[src/hdl/pfp_pkg.sv]
// Shared types, register indexes and channel scaling functions for the pixel format packer.
// No dependencies; used by pfp_pack and pixel_format_packer_top.
package pfp_pkg;

	localparam int CHAN_W    = 8;
	localparam int WORD_W    = 32;
	localparam int BYTES_W   = 3;
	localparam int CFG_IDX_W = 1;
	localparam int CFG_DAT_W = 3;

	// Configuration register indexes
	localparam logic [CFG_IDX_W-1:0] REG_OUTPUT_FORMAT   = 1'd0;
	localparam logic [CFG_IDX_W-1:0] REG_INPUT_HAS_ALPHA = 1'd1;

	// Valid byte counts
	localparam logic [BYTES_W-1:0] BYTES_2 = 3'd2;
	localparam logic [BYTES_W-1:0] BYTES_3 = 3'd3;
	localparam logic [BYTES_W-1:0] BYTES_4 = 3'd4;

	// Opaque alpha fills
	localparam logic [3:0]        ALPHA4_OPAQUE = 4'hF;
	localparam logic [CHAN_W-1:0] ALPHA8_OPAQUE = 8'hFF;

	typedef enum logic [2:0] {
		FMT_RGB565   = 3'd0,
		FMT_ARGB4444 = 3'd1,
		FMT_RGB888   = 3'd2,
		FMT_ARGB8888 = 3'd3,
		FMT_ARGB1555 = 3'd4
	} fmt_t;

	typedef struct packed {
		logic [2:0] fmt;
		logic       has_alpha;
	} cfg_t;

	typedef struct packed {
		logic [CHAN_W-1:0] blue;
		logic [CHAN_W-1:0] green;
		logic [CHAN_W-1:0] red;
		logic [CHAN_W-1:0] alpha;
	} pixel_t;

	typedef struct packed {
		logic [WORD_W-1:0]  word;
		logic [BYTES_W-1:0] bytes;
	} packed_t;

	// floor(x*31/255): divide by 255 as (v + (v>>8) + 1) >> 8, exact for v < 65535
	function automatic logic [4:0] scale5(input logic [CHAN_W-1:0] x);
		logic [12:0] p;
		logic [13:0] t;
		begin
			p = 13'(x) * 13'd31;
			t = {1'b0, p} + 14'(p[12:8]) + 14'd1;
			return t[12:8];
		end
	endfunction

	// floor(x*63/255), same divide-by-255 trick
	function automatic logic [5:0] scale6(input logic [CHAN_W-1:0] x);
		logic [13:0] p;
		logic [14:0] t;
		begin
			p = 14'(x) * 14'd63;
			t = {1'b0, p} + 15'(p[13:8]) + 15'd1;
			return t[13:8];
		end
	endfunction

	// floor(x/17) as (x*241) >> 12, exact for all 8-bit x
	function automatic logic [3:0] scale4(input logic [CHAN_W-1:0] x);
		logic [15:0] p;
		begin
			p = 16'(x) * 16'd241;
			return p[15:12];
		end
	endfunction

endpackage

[src/hdl/pixel_format_packer_top.sv]
// Top level of the pixel format packer: config registers, input and result registers.
// Depends on pfp_pkg and pfp_pack.
//
// Converts one B, G, R, A byte pixel per beat into RGB565, ARGB4444, RGB888,
// ARGB8888 or ARGB1555 as chosen by output_format (register 0); unknown format
// codes give a zero word with two bytes. Register 1, input_has_alpha, forces the
// alpha field to opaque when cleared. A beat is taken on every edge where start
// is high; busy never rises, so a pixel may enter every cycle. Each pixel passes
// through two registers, the input register and then the result register, with
// the channel scaling (constant multiplies) in between.
// done marks the result for exactly one cycle and the receiver cannot stall it,
// so sample pixel_word and pixel_bytes whenever done is high. Write the
// configuration only while no pixel is in flight.
module pixel_format_packer_top (
	input  logic                          clk,
	input  logic                          arst_n,
	// configuration write port
	input  logic                          cfg_we,
	input  logic [pfp_pkg::CFG_IDX_W-1:0] cfg_index,
	input  logic [pfp_pkg::CFG_DAT_W-1:0] cfg_wdata,
	// pixel command
	input  logic                          start,
	output logic                          busy,
	input  logic [pfp_pkg::CHAN_W-1:0]    blue,
	input  logic [pfp_pkg::CHAN_W-1:0]    green,
	input  logic [pfp_pkg::CHAN_W-1:0]    red,
	input  logic [pfp_pkg::CHAN_W-1:0]    alpha,
	// result
	output logic                          done,
	output logic [pfp_pkg::WORD_W-1:0]    pixel_word,
	output logic [pfp_pkg::BYTES_W-1:0]   pixel_bytes
);

	pfp_pkg::cfg_t    cfg_q;
	pfp_pkg::pixel_t  pix_s1;
	logic             vld_s1;
	pfp_pkg::packed_t res_comb;
	pfp_pkg::packed_t res_s2;
	logic             vld_s2;
	logic             accept;

	// every pixel is independent, so never stall the sender
	assign busy   = 1'b0;
	assign accept = start & ~busy;

	// Configuration registers: reset to RGB565 with alpha in use.
	always_ff @(posedge clk or negedge arst_n) begin
		if (!arst_n) begin
			cfg_q.fmt       <= pfp_pkg::FMT_RGB565;
			cfg_q.has_alpha <= 1'b1;
		end else if (cfg_we) begin
			unique case (cfg_index)
				pfp_pkg::REG_OUTPUT_FORMAT:   cfg_q.fmt       <= cfg_wdata;
				pfp_pkg::REG_INPUT_HAS_ALPHA: cfg_q.has_alpha <= cfg_wdata[0];
				default: ;
			endcase
		end
	end

	// Beat valids: advance one stage per cycle.
	always_ff @(posedge clk or negedge arst_n) begin
		if (!arst_n) begin
			vld_s1 <= 1'b0;
			vld_s2 <= 1'b0;
		end else begin
			vld_s1 <= accept;
			vld_s2 <= vld_s1;
		end
	end

	// Payload: capture the pixel, then hold the packed result until the next one replaces it.
	always_ff @(posedge clk) begin
		if (accept) begin
			pix_s1.blue  <= blue;
			pix_s1.green <= green;
			pix_s1.red   <= red;
			pix_s1.alpha <= alpha;
		end
		if (vld_s1) begin
			res_s2 <= res_comb;
		end
	end

	pfp_pack u_pack (
		.cfg (cfg_q),
		.pix (pix_s1),
		.res (res_comb)
	);

	assign done        = vld_s2;
	assign pixel_word  = res_s2.word;
	assign pixel_bytes = res_s2.bytes;

	// Every taken beat produces a result.
	a_accept_to_done: assert property (@(posedge clk) disable iff (!arst_n)
		accept |-> ##2 done)
		else $error("accepted pixel produced no result");

	// No result without a matching beat taken earlier.
	a_done_from_accept: assert property (@(posedge clk) disable iff (!arst_n)
		done |-> $past(accept, 2))
		else $error("result without a matching pixel");

	// Byte count is always 2, 3 or 4.
	a_bytes_legal: assert property (@(posedge clk) disable iff (!arst_n)
		done |-> (pixel_bytes == pfp_pkg::BYTES_2 || pixel_bytes == pfp_pkg::BYTES_3 ||
			pixel_bytes == pfp_pkg::BYTES_4))
		else $error("illegal pixel_bytes");

	// Two-byte formats leave the upper half clear; three-byte leaves the top byte clear.
	a_upper_clear: assert property (@(posedge clk) disable iff (!arst_n)
		(done && pixel_bytes == pfp_pkg::BYTES_2) |-> (pixel_word[31:16] == 16'd0))
		else $error("bits above a two-byte pixel are set");

	a_upper_clear3: assert property (@(posedge clk) disable iff (!arst_n)
		(done && pixel_bytes == pfp_pkg::BYTES_3) |-> (pixel_word[31:24] == 8'd0))
		else $error("bits above a three-byte pixel are set");

endmodule

[src/hdl/pfp_pack.sv]
// Combinational packer: scales channels and assembles one output pixel word.
// Depends on pfp_pkg.
module pfp_pack (
	input  pfp_pkg::cfg_t    cfg,
	input  pfp_pkg::pixel_t  pix,
	output pfp_pkg::packed_t res
);

	logic [4:0] r5, g5, b5;
	logic [5:0] g6;
	logic [3:0] r4, g4, b4, a4;
	logic       a1;
	logic [pfp_pkg::CHAN_W-1:0] a8;

	assign r5 = pfp_pkg::scale5(pix.red);
	assign g5 = pfp_pkg::scale5(pix.green);
	assign b5 = pfp_pkg::scale5(pix.blue);
	assign g6 = pfp_pkg::scale6(pix.green);
	assign r4 = pfp_pkg::scale4(pix.red);
	assign g4 = pfp_pkg::scale4(pix.green);
	assign b4 = pfp_pkg::scale4(pix.blue);

	// force opaque when the source carries no alpha
	assign a4 = cfg.has_alpha ? pfp_pkg::scale4(pix.alpha) : pfp_pkg::ALPHA4_OPAQUE;
	assign a8 = cfg.has_alpha ? pix.alpha : pfp_pkg::ALPHA8_OPAQUE;
	assign a1 = cfg.has_alpha ? (pix.alpha != '0) : 1'b1;

	always_comb begin
		unique case (cfg.fmt)
			pfp_pkg::FMT_RGB565: begin
				res.word  = {16'd0, r5, g6, b5};
				res.bytes = pfp_pkg::BYTES_2;
			end
			pfp_pkg::FMT_ARGB4444: begin
				res.word  = {16'd0, a4, r4, g4, b4};
				res.bytes = pfp_pkg::BYTES_2;
			end
			pfp_pkg::FMT_RGB888: begin
				res.word  = {8'd0, pix.red, pix.green, pix.blue};
				res.bytes = pfp_pkg::BYTES_3;
			end
			pfp_pkg::FMT_ARGB8888: begin
				res.word  = {a8, pix.red, pix.green, pix.blue};
				res.bytes = pfp_pkg::BYTES_4;
			end
			pfp_pkg::FMT_ARGB1555: begin
				res.word  = {16'd0, a1, r5, g5, b5};
				res.bytes = pfp_pkg::BYTES_2;
			end
			default: begin
				res.word  = '0;
				res.bytes = pfp_pkg::BYTES_2;
			end
		endcase
	end

endmodule
[config.mk]
export PLATFORM = sky130hd
export DESIGN_NAME = pixel_format_packer_top
export DESIGN_NICKNAME = d
export VERILOG_FILES = /design/src/hdl/pfp_pkg.sv /design/src/hdl/pixel_format_packer_top.sv /design/src/hdl/pfp_pack.sv
export SDC_FILE = /design/constraint.sdc
export NUM_CORES = 1
export LEC_CHECK = 0
export ABC_AREA = 1
export BUFFER_PORTS_ARGS = -buffer_cell sky130_fd_sc_hd__buf_4
export CORE_UTILIZATION = 25
export CTS_CLUSTER_SIZE = 28
export DETAILED_ROUTE_END_ITERATION = 8
export PLACE_DENSITY = 0.48
export SLEW_MARGIN = 30
export SYNTH_ARGS = -nofsm -noshare
export SYNTH_HDL_FRONTEND = slang
export SYNTH_SLANG_ARGS = --single-unit
[constraint.sdc]
create_clock -name clk -period 5.7 [get_ports clk]
set_input_delay 0.285 -clock clk [delete_from_list [all_inputs] [get_ports clk]]
set_output_delay 0.285 -clock clk [all_outputs]
set_load 0.005 [all_outputs]
==> results_dict.tcl, run 1 <==
set metrics [dict create \
    outcome "finished clean" \
    cp-start-kind "register" \
    gr-total-overflow 0 \
    cts_num_sinks 73 \
    drt_wl_total_um 26400 \
    internal_power_mw 2.88 \
    seqPwrFrac_pct 12.0 \
    setup.worst_path.end "pixel_word[9]" \
    setup_slack_ps 513 \
    total_power_mw 6.22 \
    fin_nets 1588 \
    track_usage_pct 13.5 \
    cts_tree "done" \
    core_area_um2 39800 \
    r2r-start "pix_s1[21]" \
    crit_arrival_ps 5300 \
    die_x_um 203 \
    die_area_um2 41300 \
    vdd_drop_max_mv 0.177 \
    setup_viol_count_final 0 \
    synth_cells 1207 \
    h-tree-depth 3 \
    grt_pass1_wl_um 43300 \
    max_freq_mhz 193 \
    ios 77 \
    io_buffers 75 \
    period_share_pct 91.0 \
    maxCapViolCount 0 \
    clockBufferDepth 2 \
    wire_per_inst_um 14.5 \
    clkTransAtPathRegs_ps 80 \
    hold_slack_ps 76.9 \
    ys_seq_elements 73 \
    clkLatencyLatePin_ps 370 \
    fill_cells 4368 \
    grt_max_degree 37 \
    synth_edf_count 67 \
    drtAntennaViolNets 0 \
    finalHoldViolations 0 \
    crit_type "reg2reg" \
    p_sw_share_pct 53.8 \
    drive_gt1_share_pct 10.1 \
    combPwrFrac_pct 77.9 \
    synth-async-reset-ratio_pct 8.22 \
    rsz0062_at_grt "false" \
    antenna_cells 0 \
    slew_headroom_pct 37.3 \
    vias 7965 \
    leakagePower_nw 5.99 \
    r2r_cells 25 \
    cts_resized 0 \
    cts_made_buffers 9 \
    power_per_cell_area_nw_per_um2 535 \
    final.setup.tns_ps 0 \
    critPathMaxFanout 7 \
    row_count 73 \
    dp_slack_ps 495 \
    drv_slew 0 \
    drt_iter0_markers 341 \
    r2r_setup_slack_ps 510 \
    first_pass_iters 5 \
    avgSynthCellArea_um2 8.38 \
    die_h_um 203 \
    grt_antenna_before_repair 0 \
    drc 0 \
    ys_seq_area_share_pct 21.4 \
    synth_warnings 0 \
    end_kind "register" \
    final.min_clock_period_ps 5190 \
    power.switching_mw 3.35 \
    p_clk_share_pct 10.1 \
    first_global_vias 8358 \
    start_util_pct 25.4 \
    hold_path.class "in2reg" \
    dp_hpwl_um 22400 \
    critPathLaunch "pix_s1[21]" \
    cp.required_ps 5810 \
    synth.cell_area_um2 10100 \
    synthToLayoutAreaGrowth_pct 15.1 \
    fin_util_pct 29.2 \
    synth_ff_type "edfxtp_1" \
    root_buffer "clkbuf_16" \
    via_per_inst 4.38 \
    gp_congestion 0.859 \
    fin_worst_skew_ps 15.4 \
    synth_nets 1507 \
    worstMarginPinSlew_ps 940 \
    reg2reg_to "pixel_word[9]" \
    ys_types 47 \
]
## power groups by stage
stage / sequential [mW] / combinational (mW) / clock, mW
floorplan: 0.733 / 3.75 / 0
CTS: 0.749 / 4.88 / 0.650
detailed placement: 0.758 / 4.83 / 0
finish: 0.745 / 4.85 / 0.629
global placement: 0.757 / 4.80 / 0
global route: 0.755 / 5.64 / 0.665
## registers in the layout, indices dropped and copies added (netlist names)
register	cells
pixel_bytes	3
vld_s1	1
done	1
pix_s1	32
cfg_q	4
pixel_word	32
## final cells by class
type / instances / area, um2 / area share [%]
clock buffer: 11 / 275 / 2.37
timing repair buffer: 76 / 573 / 4.92
sequential: 73 / 2160 / 18.6
tap: 525 / 657 / 5.64
inverter: 247 / 927 / 7.97
multi-input combinational: 881 / 6990 / 60.1
clock inverter: 5 / 48.8 / 0.419
## cell usage after synthesis (2+ instances only)
library cell,instances,area [um2]
nand3_2,5,50.1
clkbuf_1,2,7.51
o21ai_0,23,115
a31oi_1,4,25.0
a221oi_1,2,17.5
and3_1,2,12.5
a21o_1,6,45.0
or2_2,3,18.8
nand2_2,7,43.8
nand2_1,233,875
a22oi_1,3,22.5
a21boi_1,2,15.0
nor2_2,7,43.8
fa_1,88,1760
xnor2_1,13,114
o21bai_1,3,22.5
nor3_2,2,20.0
nor2_1,75,282
buf_2,3,15.0
o22ai_1,3,18.8
nor3_1,8,40.0
ha_1,172,2150
inv_1,241,905
a211oi_1,3,22.5
nand3_1,95,475
xor2_2,2,32.5
nand3b_1,14,105
dfrtp_1,5,125
a21oi_1,63,315
edfxtp_1,67,2010
xor2_1,8,70.1
o31ai_2,2,25.0
clkinv_1,2,7.51
nand4_1,21,131
o21a_1,3,22.5
inv_2,4,15.0
## metrics by stage
step / std cells / area [um2]
finish: 1818 / 11600
global route: 1818 / 11600
CTS: 1818 / 11600
detailed placement: 1801 / 11300
global placement: 1801 / 11300
floorplan: 1207 / 10100
## repair_timing
| action | CTS | global route |
|---|---|---|
| hold endpoints to repair | 6 | 0 |
| setup buffers | 0 | 0 |
| hold buffers | 1 | 0 |
## worst min-delay path by stage
stage,startpoint,to,slack [ps],cells after the start
after floorplan,arst_n,cfg_q[1],-10,0
after detailed placement,arst_n,done,100,1
after CTS,cfg_we,cfg_q[0],60,2
after global routing,green[7],pix_s1[23],80,1
after global placement,arst_n,cfg_q[1],100,1
final,cfg_we,cfg_q[0],80,2
## layer usage
metal	share of wire, %	vias to the layer above	routed length [um]	GRT usage [%]
met3	3.2	26	837	2.15
li1	-	4083	-	-
met2	46	121	12000	22.4
met1	49	3735	12900	17.9
met5	0	-	0	0
met4	2.4	0	624	4.48
## placed cells by master, fill, tap and decap left out, types with 3 or more instances in the layout
cell | Yosys | final
nand3b_1 | 14 | 14
a22oi_1 | 3 | 3
edfxtp_1 | 67 | 67
clkbuf_16 | 0 | 11
nand2_2 | 7 | 7
a211oi_1 | 3 | 3
or2_2 | 3 | 3
a21o_1 | 6 | 6
buf_4 | 1 | 75
nand2_1 | 233 | 233
nor2_2 | 7 | 8
a21oi_1 | 63 | 63
inv_1 | 241 | 241
nand3_1 | 95 | 95
xnor2_1 | 13 | 13
o21ai_0 | 23 | 23
xor2_1 | 8 | 8
fa_1 | 88 | 88
nor2_1 | 75 | 74
dfrtp_1 | 5 | 4
nor3_1 | 8 | 8
o22ai_1 | 3 | 3
inv_2 | 4 | 4
o21a_1 | 3 | 3
a31oi_1 | 4 | 4
nand3_2 | 5 | 5
o21bai_1 | 3 | 3
nand4_1 | 21 | 21
ha_1 | 172 | 172
## cells by family after synthesis
group	synth area share (%)
and+or+nand+nor	20.8
adders and majority gates	38.7
buffers and inverters	9.47
AOI/OAI and AO/OA	7.18
DFF	21.4
xor gates and xnor gates	2.41
other	0.0371
## worst max-delay path, stage by stage, from the launching register on
cell and delay (ps):
edfxtp_1 450, inv_1 200, fa_1 620, inv_1 90
fa_1 530, inv_1 50, fa_1 540, inv_1 40
ha_1 340, a21oi_1 190, nor2_1 80, o21ai_0 150
nand4_1 130, nand2_1 80, inv_1 30, nor2_1 190
inv_1 80, ha_1 330, a21oi_1 150, o21ai_0 110
nand3_2 90, nand3_2 140, nand2_1 120, nand2_1 50
nand3_1 70, nand3_1 80
Power figures use the tool's default switching activity.
==> run 2, diff against run 1 <==
--- a/config.mk
+++ b/config.mk
@@ -7,10 +7,12 @@
 export LEC_CHECK = 0
 export ABC_AREA = 1
 export BUFFER_PORTS_ARGS = -buffer_cell sky130_fd_sc_hd__buf_4
+export CELL_PAD_IN_SITES_DETAIL_PLACEMENT = 0
+export CELL_PAD_IN_SITES_GLOBAL_PLACEMENT = 2
 export CORE_UTILIZATION = 25
 export CTS_CLUSTER_SIZE = 28
 export DETAILED_ROUTE_END_ITERATION = 8
-export PLACE_DENSITY = 0.48
+export PLACE_DENSITY = 0.66
 export SLEW_MARGIN = 30
 export SYNTH_ARGS = -nofsm -noshare
 export SYNTH_HDL_FRONTEND = slang
==> run 2 against run 1 <==
Fmax fell by 0.98%. Via count fell by 0.50%. Worst setup slack got worse by 51 ps. Clock skew rose by 2.5 ps. Highest routed layer is now met5.
==> results_dict.tcl, run 2 (synthesized netlist as in run 1, its figures left out) <==
set metrics [dict create \
    period_share_pct 91.9 \
    fin_worst_skew_ps 17.9 \
    gr-total-overflow 0 \
    outcome "finished clean" \
    via_per_inst 4.36 \
    cts_made_buffers 9 \
    power_per_cell_area_nw_per_um2 542 \
    rsz0062_at_grt "false" \
    postCtsSetupBuffers 0 \
    cp_common_cell "inv_1" \
    vdd_drop_max_mv 0.158 \
    start_util_pct 25.4 \
    layout_commonest_cell "inv_1" \
    maxCapViolCount 0 \
    total_power_mw 6.30 \
    io_buffers 75 \
    cpMaxStageDelayCell "fa_1" \
    h-tree-depth 3 \
    drtAntennaViolNets 0 \
    cts_tree "done" \
    leakagePower_nw 5.97 \
    drt_wl_total_um 27900 \
    drive_gt1_share_pct 10.1 \
    fill_cells 4340 \
    crit_type "reg2reg" \
    track_usage_pct 14.4 \
    max_freq_mhz 191 \
    gp_congestion 0.804 \
    dp_hpwl_um 23800 \
    cp.required_ps 5790 \
    drc 0 \
    grt_antenna_before_repair 3 \
    final.setup.tns_ps 0 \
    root_buffer "clkbuf_16" \
    synthToLayoutAreaGrowth_pct 15.0 \
    cts_hold_buf 1 \
    ios 77 \
    grt_max_degree 37 \
    vias 7925 \
    fin_nets 1588 \
    stdcell_count 1818 \
    clkLatencyLatePin_ps 370 \
    wire_per_inst_um 15.4 \
    first_global_vias 8463 \
    grt_pass1_wl_um 45600 \
    row_count 73 \
    drv_slew 0 \
    finalHoldViolations 0 \
    critPathMaxFanout 7 \
    setup_slack_ps 461 \
    clkTransAtPathRegs_ps 70 \
    die_area_um2 41300 \
    setup_viol_count_final 0 \
    core_area_um2 39800 \
    crit_arrival_ps 5330 \
    die_x_um 203 \
    first_pass_iters 5 \
    die_h_um 203 \
    worstMarginPinSlew_ps 798 \
    antenna_cells 0 \
    final_cell_mix "inv_1 (241), nand2_1 (233), ha_1 (172), nand3_1 (95), fa_1 (88)" \
    cp-start-kind "register" \
    cts_num_sinks 73 \
    hold_path.class "in2reg" \
    end_kind "register" \
    dp_slack_ps 417 \
    drt_iter0_markers 295 \
    final.min_clock_period_ps 5240 \
    placed_cells 1801 \
    critPathMaxStageDelay_ps 620 \
    fin_util_pct 29.2 \
    slew_headroom_pct 46.6 \
    clockBufferDepth 2 \
    cts_resized 0 \
]
==> run 2: cell count changes in the layout (fill, tap and decap cells not counted) <==
cell / before / now
clkinvlp_4: 0 / 1
dfrtp_2: 1 / 0
clkbuf_16: 11 / 9
dfrtp_4: 0 / 1
bufinv_16: 0 / 1
clkinv_4: 1 / 2
inv_8: 2 / 1
==> run 2: critical path: cells and delay by family (launching register included) <==
kind | cells | cell delay [ps]
compound gates | 4 | 620
buf+inv | 6 | 500
flops | 1 | 460
fa+ha+maj | 5 | 2350
simple gates | 10 | 1010
==> run 2: power by group <==
group          internal [mW]  leakage, nW  switching (mW)  total (mW)
Combinational           1.85         5.09            3.07        4.92
Sequential             0.674        0.736          0.0634       0.737
Clock                  0.348        0.149           0.288       0.636
Total                   2.87         5.97            3.42        6.30
==> run 2: area by class of cell <==
| class | count | area, um2 | area share, % |
|---|---|---|---|
| Tap cell | 525 | 657 | 5.65 |
| Timing Repair Buffer | 76 | 573 | 4.93 |
| Sequential cell | 73 | 2170 | 18.6 |
| Multi-Input combinational cell | 881 | 6990 | 60.1 |
| Clock buffer | 9 | 225 | 1.94 |
| Inverter | 247 | 927 | 7.97 |
| Clock inverter | 7 | 83.8 | 0.721 |
==> run 2: path summary, 6_finish.rpt <==
path / from / to / slack (ps) / cells past startpoint
min reg2reg: cfg_q[2] / cfg_q[2] / 610 / 2
min in group asynchronous: arst_n / done / 260 / 2
max in group asynchronous: arst_n / cfg_q[0] / 5240 / 2
max: pix_s1[21] / pixel_word[9] / 460 / 25
max reg2reg: pix_s1[21] / pixel_word[9] / 460 / 25
min: cfg_we / cfg_q[0] / 90 / 2
==> run 2: metal layers <==
| metal | vias up | part of all wire (%) | global-route usage [%] |
|---|---|---|---|
| li1 | 4093 | - | - |
| met1 | 3701 | 51 | 20.1 |
| met2 | 106 | 44 | 23.1 |
| met3 | 21 | 3.6 | 2.47 |
| met4 | 4 | 1.2 | 2.98 |
| met5 | - | 0.082 | 0 |
==> run 2: through the flow <==
stage,instance area (um2),hold slack [ps]
global placement,11300,98.8
floorplan,10100,-10.6
finish,11600,87.9
CTS,11600,66.8
global route,11600,75.9
detailed placement,11300,100
==> run 3, diff against run 2 <==
--- a/config.mk
+++ b/config.mk
@@ -9,6 +9,7 @@
 export BUFFER_PORTS_ARGS = -buffer_cell sky130_fd_sc_hd__buf_4
 export CELL_PAD_IN_SITES_DETAIL_PLACEMENT = 0
 export CELL_PAD_IN_SITES_GLOBAL_PLACEMENT = 2
+export CORE_MARGIN = 1.5
 export CORE_UTILIZATION = 25
 export CTS_CLUSTER_SIZE = 28
 export DETAILED_ROUTE_END_ITERATION = 8
==> run 3 against run 2 <==
Sequential power about the same. Final cell count unchanged. Critical path type unchanged. Largest cell class unchanged. Non-clock buffer count unchanged. Flip-flop and latch count unchanged. Sequential share of layout area unchanged. Worst setup slack better by 79 ps. Via count down 1.2%. Largest power group unchanged. Die area up 0.99%.
==> results_dict.tcl, run 3 (synthesized netlist as in run 1, its figures left out) <==
set metrics [dict create \
    drt_iter0_markers 350 \
    crit_type "reg2reg" \
    r2r-start "pix_s1[20]" \
    track_usage_pct 13.8 \
    setup_viol_count_final 0 \
    gp_congestion 0.809 \
    hold_end "cfg_q[0]" \
    start_util_pct 25.4 \
    crit_arrival_ps 5240 \
    drtAntennaViolNets 0 \
    grt_antenna_before_repair 1 \
    rsz0062_at_grt "false" \
    gr-total-overflow 0 \
    total_power_mw 6.25 \
    via_per_inst 4.30 \
    grt_max_degree 37 \
    cts_made_buffers 9 \
    die_x_um 204 \
    clkTransAtPathRegs_ps 70 \
    cp.required_ps 5780 \
    end_kind "register" \
    worstMarginPinSlew_ps 788 \
    die_area_um2 41700 \
    cp_common_cell "inv_1" \
    cpMaxStageDelayCell "fa_1" \
    root_buffer "clkbuf_16" \
    row_count 73 \
    cp-start-kind "register" \
    period_share_pct 90.5 \
    postCtsSetupBuffers 0 \
    cp_num_buf_inv 6 \
    fin_worst_skew_ps 15.8 \
    r2r_setup_slack_ps 540 \
    r2r_cells 25 \
    slew_headroom_pct 47.3 \
    grt_pass1_wl_um 44300 \
    vias 7826 \
    hold_depth 2 \
    io_buffers 75 \
    reg2reg_to "pixel_word[9]" \
    outcome "finished clean" \
    synthToLayoutAreaGrowth_pct 15.0 \
    clockBufferDepth 2 \
    hp-start "cfg_we" \
    finalHoldViolations 0 \
    drt_wl_total_um 27500 \
    first_global_vias 8294 \
    power_per_cell_area_nw_per_um2 538 \
    critPathMaxStageDelay_ps 640 \
    final.setup.tns_ps 0 \
    drc 0 \
    fin_nets 1588 \
    cts_tree "done" \
    max_freq_mhz 194 \
    drive_gt1_share_pct 10.1 \
    final.min_clock_period_ps 5160 \
    antenna_cells 0 \
    first_pass_iters 4 \
    core_area_um2 39800 \
    maxCapViolCount 0 \
    critPathMaxFanout 7 \
    drv_slew 0 \
    final_cell_mix "inv_1 (240), nand2_1 (233), ha_1 (172), nand3_1 (95), fa_1 (88)" \
    cts_num_sinks 73 \
    wire_per_inst_um 15.1 \
    dp_hpwl_um 23700 \
    hold_path.class "in2reg" \
    clkLatencyLatePin_ps 360 \
    vdd_drop_max_mv 0.195 \
    cp_top_family "adder cells" \
    leakagePower_nw 5.97 \
    ios 77 \
    h-tree-depth 3 \
    layout_commonest_cell "inv_1" \
    die_h_um 204 \
]
[run 3: cell count changes in the layout (fill, tap and decap cells not counted)]
cell      before  now
inv_1        241  240
clkinv_4       2    1
inv_6          2    3
inv_2          4    5
[run 3: metrics by stage]
| stage | hold WS [ps] | utilization, % | setup WS [ps] | cell area [um2] | std cells |
|---|---|---|---|---|---|
| after floorplan | -10.6 | - | 987 | 10100 | 1207 |
| after detailed placement | 97.6 | 28.4 | 453 | 11300 | 1801 |
| after CTS | 75.6 | 29.2 | 422 | 11600 | 1818 |
| after global routing | 79.2 | 29.2 | 41.1 | 11600 | 1818 |
| after global placement | 97.2 | 28.4 | 521 | 11300 | 1801 |
| final | 90.2 | 29.2 | 541 | 11600 | 1818 |
[run 3: worst max-delay path by stage]
stage,start,endpoint,slack [ps],depth (start not counted)
2_1_floorplan,pix_s1[21],pixel_word[8],990,25
3_3_place_gp,pix_s1[21],pixel_word[9],520,25
3_5_place_dp,pix_s1[21],pixel_word[9],450,25
4_1_cts,pix_s1[21],pixel_word[9],420,25
5_1_grt,pix_s1[20],pixel_word[9],40,25
6_report,pix_s1[20],pixel_word[9],540,25
[run 3: final cells by class]
| type | count | area (um2) |
|---|---|---|
| well taps | 525 | 657 |
| fillers | 4338 | 28200 |
| flip-flops and latches | 73 | 2170 |
| multi-input cells | 881 | 6990 |
| clock inverters | 7 | 83.8 |
| repair buffers | 76 | 573 |
| clock buffers | 9 | 225 |
| inverters | 247 | 927 |
[run 3: power by group]
group	switching [mW]	leakage, nW	total (mW)	internal, mW
combinational	3.05	5.09	4.90	1.84
clock	0.270	0.149	0.618	0.348
sequential	0.0640	0.736	0.738	0.674
total	3.39	5.97	6.25	2.87
[run 3: per-layer routing]
| layer | track usage, % | vias up | part of all wire, % |
|---|---|---|---|
| met5 | 0 | - | 0.062 |
| met4 | 1.60 | 2 | 0.53 |
| met3 | 2.65 | 12 | 3.2 |
| met2 | 21.9 | 91 | 44 |
| met1 | 19.8 | 3628 | 52 |
| li1 | - | 4093 | - |
[run 3: what timing repair did]
| action | in CTS | in global routing |
|---|---|---|
| resized for setup | 0 | 1 |
| hold buffers | 1 | 0 |
| endpoints found under the setup margin | 0 | 3 |
| hold endpoints to repair | 6 | 0 |
